## src/hdl/text_console_cursor_engine_unit_defines.svh

```systemverilog
// Assertion macros shared by the cursor engine RTL.
// No dependencies; include by bare file name where assertions are written.
`ifndef TEXT_CONSOLE_CURSOR_ENGINE_UNIT_DEFINES_SVH
`define TEXT_CONSOLE_CURSOR_ENGINE_UNIT_DEFINES_SVH

// Same-cycle implication, sampled on clk and held off during reset.
`define TCCE_ASSERT_SAME(label, ante, cons, msg) \
  label: assert property (@(posedge clk) disable iff (!rst_n) (ante) |-> (cons)) \
    else $error(msg);

// Next-cycle implication, sampled on clk and held off during reset.
`define TCCE_ASSERT_NEXT(label, ante, cons, msg) \
  label: assert property (@(posedge clk) disable iff (!rst_n) (ante) |=> (cons)) \
    else $error(msg);

`endif

```

## src/hdl/tcce_pkg.sv

```systemverilog
// Shared constants, codes and types of the text console cursor engine.
// No dependencies; imported by the interfaces and all modules.
package tcce_pkg;

  // Fixed geometry of the tab grid and the scrollback ring.
  localparam int unsigned TAB_STOP        = 4;
  localparam int unsigned MAX_BUFFER_ROWS = 256;

  // Field widths.
  localparam int unsigned CHAR_W     = 8;
  localparam int unsigned POS_W      = 8;
  localparam int unsigned BROWS_W    = 9;
  localparam int unsigned ADDR_W     = 16;
  localparam int unsigned CFG_IDX_W  = 2;
  localparam int unsigned CFG_DATA_W = 9;

  // Register reset values.
  localparam logic [POS_W-1:0]   COLUMNS_RST     = 8'd80;
  localparam logic [POS_W-1:0]   SCREEN_ROWS_RST = 8'd25;
  localparam logic [BROWS_W-1:0] BUFFER_ROWS_RST = 9'd250;

  // Character codes.
  localparam logic [CHAR_W-1:0] CHAR_BACKSPACE = 8'd8;
  localparam logic [CHAR_W-1:0] CHAR_TAB       = 8'd9;
  localparam logic [CHAR_W-1:0] CHAR_NEWLINE   = 8'd10;
  localparam logic [CHAR_W-1:0] CHAR_VTAB      = 8'd11;
  localparam logic [CHAR_W-1:0] CHAR_FORMFEED  = 8'd12;
  localparam logic [CHAR_W-1:0] CHAR_CR        = 8'd13;
  localparam logic [CHAR_W-1:0] CHAR_PRINT_LO  = 8'd32;
  localparam logic [CHAR_W-1:0] CHAR_PRINT_HI  = 8'd127;

  // Configuration register indexes.
  typedef enum logic [CFG_IDX_W-1:0] {
    CFG_COLUMNS     = 2'd0,
    CFG_SCREEN_ROWS = 2'd1,
    CFG_BUFFER_ROWS = 2'd2
  } cfg_index_t;

  // Cursor position and scroll offset.
  typedef struct packed {
    logic [POS_W-1:0] column;
    logic [POS_W-1:0] row;
    logic [POS_W-1:0] offset;
  } tcce_cursor_t;

  // Effective geometry derived from the configuration registers.
  typedef struct packed {
    logic [POS_W-1:0] cols;
    logic [POS_W-1:0] screen;
    logic [POS_W-1:0] limit;
  } tcce_geom_t;

  // Cell write and wrap flag produced by one character.
  typedef struct packed {
    logic              write;
    logic [ADDR_W-1:0] address;
    logic [CHAR_W-1:0] char_val;
    logic              wrapped;
  } tcce_cell_t;

endpackage

```

## src/hdl/tcce_step.sv

```systemverilog
// Combinational cursor update for one character: next cursor and cell write.
// Depends on tcce_pkg for types and character codes.
module tcce_step import tcce_pkg::*; (
  input  tcce_cursor_t      cur,
  input  tcce_geom_t        geom,
  input  logic [CHAR_W-1:0] char_code,
  output tcce_cursor_t      nxt,
  output tcce_cell_t        cell_res
);

  localparam logic [POS_W:0] TAB_STEP = (POS_W+1)'(TAB_STOP);

  logic               printable;
  logic [POS_W:0]     col_inc;
  logic [POS_W:0]     row_inc;
  logic [POS_W+1:0]   shift;
  logic [POS_W+1:0]   ofs_sum;
  logic [POS_W-1:0]   dn_row;
  logic [POS_W-1:0]   dn_ofs;
  logic               dn_wrap;
  logic [POS_W:0]     tab_x;
  logic [POS_W:0]     line_idx;
  logic [2*POS_W:0]   line_base;
  logic [2*POS_W:0]   addr_full;

  assign printable = (char_code >= CHAR_PRINT_LO) && (char_code <= CHAR_PRINT_HI);
  assign col_inc   = {1'b0, cur.column} + (POS_W+1)'(1);
  assign row_inc   = {1'b0, cur.row} + (POS_W+1)'(1);

  // Move down one row, scrolling the offset and wrapping the ring at the limit.
  always_comb begin
    shift   = {1'b0, row_inc} + (POS_W+2)'(1) - {2'b00, geom.screen};
    ofs_sum = {2'b00, cur.offset} + shift;
    dn_row  = row_inc[POS_W-1:0];
    dn_ofs  = cur.offset;
    dn_wrap = 1'b0;
    if (row_inc >= {1'b0, geom.screen}) begin
      if (ofs_sum >= {2'b00, geom.limit}) begin
        dn_row  = '0;
        dn_ofs  = '0;
        dn_wrap = 1'b1;
      end else begin
        dn_row = geom.screen - POS_W'(1);
        dn_ofs = ofs_sum[POS_W-1:0];
      end
    end
  end

  // Next tab stop.
  assign tab_x = {1'b0, cur.column} + TAB_STEP - ({1'b0, cur.column} % TAB_STEP);

  // Cell address: column plus columns times the buffer row, low bits kept.
  assign line_idx  = {1'b0, cur.offset} + {1'b0, cur.row};
  assign line_base = (2*POS_W+1)'(line_idx) * (2*POS_W+1)'(geom.cols);
  assign addr_full = line_base + (2*POS_W+1)'(cur.column);

  // Per-character cursor update.
  always_comb begin
    nxt          = cur;
    cell_res.write    = 1'b0;
    cell_res.address  = '0;
    cell_res.char_val = '0;
    cell_res.wrapped  = 1'b0;
    if (printable) begin
      cell_res.write    = 1'b1;
      cell_res.address  = addr_full[ADDR_W-1:0];
      cell_res.char_val = char_code;
      if (col_inc >= {1'b0, geom.cols}) begin
        nxt.column       = '0;
        nxt.row          = dn_row;
        nxt.offset       = dn_ofs;
        cell_res.wrapped = dn_wrap;
      end else begin
        nxt.column = col_inc[POS_W-1:0];
      end
    end else begin
      unique case (char_code)
        CHAR_NEWLINE, CHAR_VTAB, CHAR_FORMFEED: begin
          nxt.row          = dn_row;
          nxt.offset       = dn_ofs;
          cell_res.wrapped = dn_wrap;
        end
        CHAR_CR: begin
          nxt.column = '0;
        end
        CHAR_TAB: begin
          nxt.column = (tab_x >= {1'b0, geom.cols}) ? '0 : tab_x[POS_W-1:0];
        end
        CHAR_BACKSPACE: begin
          priority if (cur.column != '0) begin
            nxt.column = cur.column - POS_W'(1);
          end else if (cur.row != '0) begin
            nxt.column = geom.cols - POS_W'(1);
            nxt.row    = cur.row - POS_W'(1);
          end else if (cur.offset != '0) begin
            nxt.column = geom.cols - POS_W'(1);
            nxt.offset = cur.offset - POS_W'(1);
          end else begin
            nxt = cur;
          end
        end
        default: begin
          nxt = cur;
        end
      endcase
    end
  end

endmodule

```

## config.mk

```make
export PLATFORM = sky130hd
export DESIGN_NAME = tcce_step
export DESIGN_NICKNAME = d
export VERILOG_FILES = /design/src/hdl/text_console_cursor_engine_unit_defines.svh /design/src/hdl/tcce_pkg.sv /design/src/hdl/tcce_step.sv
export SDC_FILE = /design/constraint.sdc
export NUM_CORES = 1
export LEC_CHECK = 0
export BUFFER_PORTS_ARGS = -buffer_cell sky130_fd_sc_hd__buf_2
export CELL_PAD_IN_SITES_DETAIL_PLACEMENT = 2
export CELL_PAD_IN_SITES_GLOBAL_PLACEMENT = 2
export CORE_UTILIZATION = 37
export DETAILED_ROUTE_END_ITERATION = 8
export PLACE_DENSITY = 0.89
export SETUP_SLACK_MARGIN = 0.05
export SLEW_MARGIN = 20
export SYNTH_ARGS = -nofsm -noshare
export SYNTH_HDL_FRONTEND = slang
export SYNTH_SLANG_ARGS = --single-unit
```

## constraint.sdc

```tcl
create_clock -name vclk -period 13.2
set_clock_uncertainty 0.05 [all_clocks]
set_input_delay 1.32 -clock vclk [all_inputs]
set_output_delay 1.32 -clock vclk [all_outputs]
set_load 0.005 [all_outputs]
```

==> reports/metrics.yaml <==
layout:
  seqCellArea_um2: 0
  nFlopsAndLatches: 0
  fill_cells: 1985
  synthToLayoutAreaGrowth_pct: 11.6
  clock_buffers: 0
  n_antenna_cell: 0
  nets: 1141
  drive_gt1_share_pct: 13.5
clock_tree:
  cts_hold_buf: 0
  ctsResizeCount: 0
  postCtsSetupBuffers: 0
setup_path:
  path_class: "in2out"
  path_delay_family: "adder cells"
  crit_path_top_delay_cell: "a21boi_1"
  worst_setup_path_start_kind: "input port"
  critPathBufInv: 6
  crit_fanout: 8
  worstPathRequired_ps: 11830
  crit_top_cell: "fa_1"
  arrival_ps: 7840
  critPathMaxStageDelay_ps: 610
  end_kind: "output port"
sta:
  hold_viol: 0
  fin_crit_ps: 9210
  setup_viol_count_final: 0
  setup_slack_ps: 3990
  fin_setup_tns_ps: 0
  holdWs_ps: 2890
  min_period_over_period_pct: 69.8
  worst_slew_pin_slew_ps: 772
  drv_slew: 0
  max_freq_ghz: 0.109
  relSlewSlack_pct: 48.2
  rsz0062_at_grt: "no"
routing:
  vias: 6582
  routed_wirelength_um: 24800
  final_antenna_net_count: 0
  wl_per_cell_um: 21.8
  routed_via_density: 5.79
  firstDrtPassIters: 7
  drc: 0
  drtIter0Drc: 301
grt:
  grt_pass1_vias: 7473
  use_met1_pct: 34.8
  grt_overflow_total: 0
  busiest_layer: "met2"
  grtUsageTotal_pct: 28.7
  met2_usage_pct: 52.2
  use_met3_pct: 3.04
  grt_max_degree: 19
  grt_first_pass_wirelength_um: 40100
  antenna_found_initial: 0
pwr:
  vdd.ir_drop.worst_mv: 0.235
  power.leakage_nw: 3.52
  power_density_nw_per_um2: 157
floorplan:
  die_y_um: 132
  pin_count: 106
  chipWidth_um: 132
  dieArea_um2: 17400
  core_um2: 16500
  start_util_pct: 37.9
  rows: 47
hold_path:
  min_from: "char_code[3]"
  hold_end: "cell_res[4]"
  hold_depth: 3
  hold_path_class: "in2out"
status:
  status: "complete, no violations"
synthesis:
  syn_nets: 1054
  yosys_warnings: 0
  syn_area_um2: 6260
  synth_top_cell_area_share_pct: 21.6
  yosysSeqAreaShare_pct: 0
  synth.area.top_cells: "ha_1 22%, fa_1 19%, inv_1 7.7%, xnor2_1 5.9%, and2_1 5.0%"
  avgSynthCellArea_um2: 7.52
  yosysTopAreaCell: "ha_1"
  syn_inst: 832
  synthDistinctLibCells: 71
placement:
  gp_congestion: 0.883
  dp_hpwl_um: 21600
  place_worst_setup_slack_ps: 4000
  io_buffers: 105
run:
  drv_cap: 0
cells by family after synthesis:
group	synth area share, %
other	0.0599
AND/OR/NAND/NOR	23.3
multiplexers	0.500
AO/OA/AOI/OAI	19.3
adder cells (fa/ha/maj)	40.2
buffers and inverters	9.30
XOR/XNOR	7.42
routing by layer:
layer  up-vias  routed length, um
met3        70               1290
li1       3010                  -
met4         0                918
met5         -                  0
met1      3291              10200
met2       211              12400
cells in the final DEF, fill, tap and decap left out, drive strengths merged, types with 10 or more instances in the layout:
cell type | synthesis | routed
buf | 5 | 108
nand2 | 59 | 59
and2 | 50 | 50
ha | 108 | 108
nor2b | 13 | 13
nor3 | 16 | 16
a21oi | 35 | 35
nand3 | 23 | 23
inv | 129 | 129
o211ai | 10 | 10
a21o | 11 | 11
a211oi | 11 | 11
nor2 | 67 | 67
fa | 58 | 58
a31oi | 10 | 10
o21ai | 34 | 34
xor2 | 11 | 11
xnor2 | 42 | 42
power breakdown:
group,internal (W),switching [W]
clock,0,0
sequential,0,0
combinational,0.000464,0.000632
synth_stat cells, drive strengths merged, types with 10 or more instances:
cell	n
inv	129
ha	108
nor2	67
nand2	59
fa	58
and2	50
xnor2	42
a21oi	35
o21ai	34
nand3	23
clkbuf	18
nor3	16
nor2b	13
a211oi	11
a21o	11
xor2	11
a31oi	10
o211ai	10
stage by stage:
step                      area [um^2]  cells  power [W]  utilization [%]
after floorplan                  6260    832   0.000764                -
after CTS                        6980   1137    0.00111             42.3
after global routing             6990   1137    0.00122             42.3
after detailed placement         6980   1137    0.00110             42.3
final                            6990   1137    0.00110             42.3
after global placement           6980   1137    0.00101             42.3
worst max path at each step:
stage | from | endpoint | cells after the start
floorplan | cur[0] | cell_res[23] | 22
global placement | cur[8] | cell_res[24] | 25
detailed placement | cur[8] | cell_res[24] | 25
CTS | cur[8] | cell_res[24] | 25
global route | cur[8] | cell_res[24] | 25
finish | cur[8] | cell_res[24] | 25
area by class of cell:
| type | count | area, um^2 | share of cell area, % |
|---|---|---|---|
| Timing Repair Buffer | 108 | 548 | 7.85 |
| Tap cell | 220 | 275 | 3.94 |
| Inverter | 129 | 484 | 6.93 |
| Multi-Input combinational cell | 680 | 5680 | 81.3 |
Power figures use the tool's default switching activity.
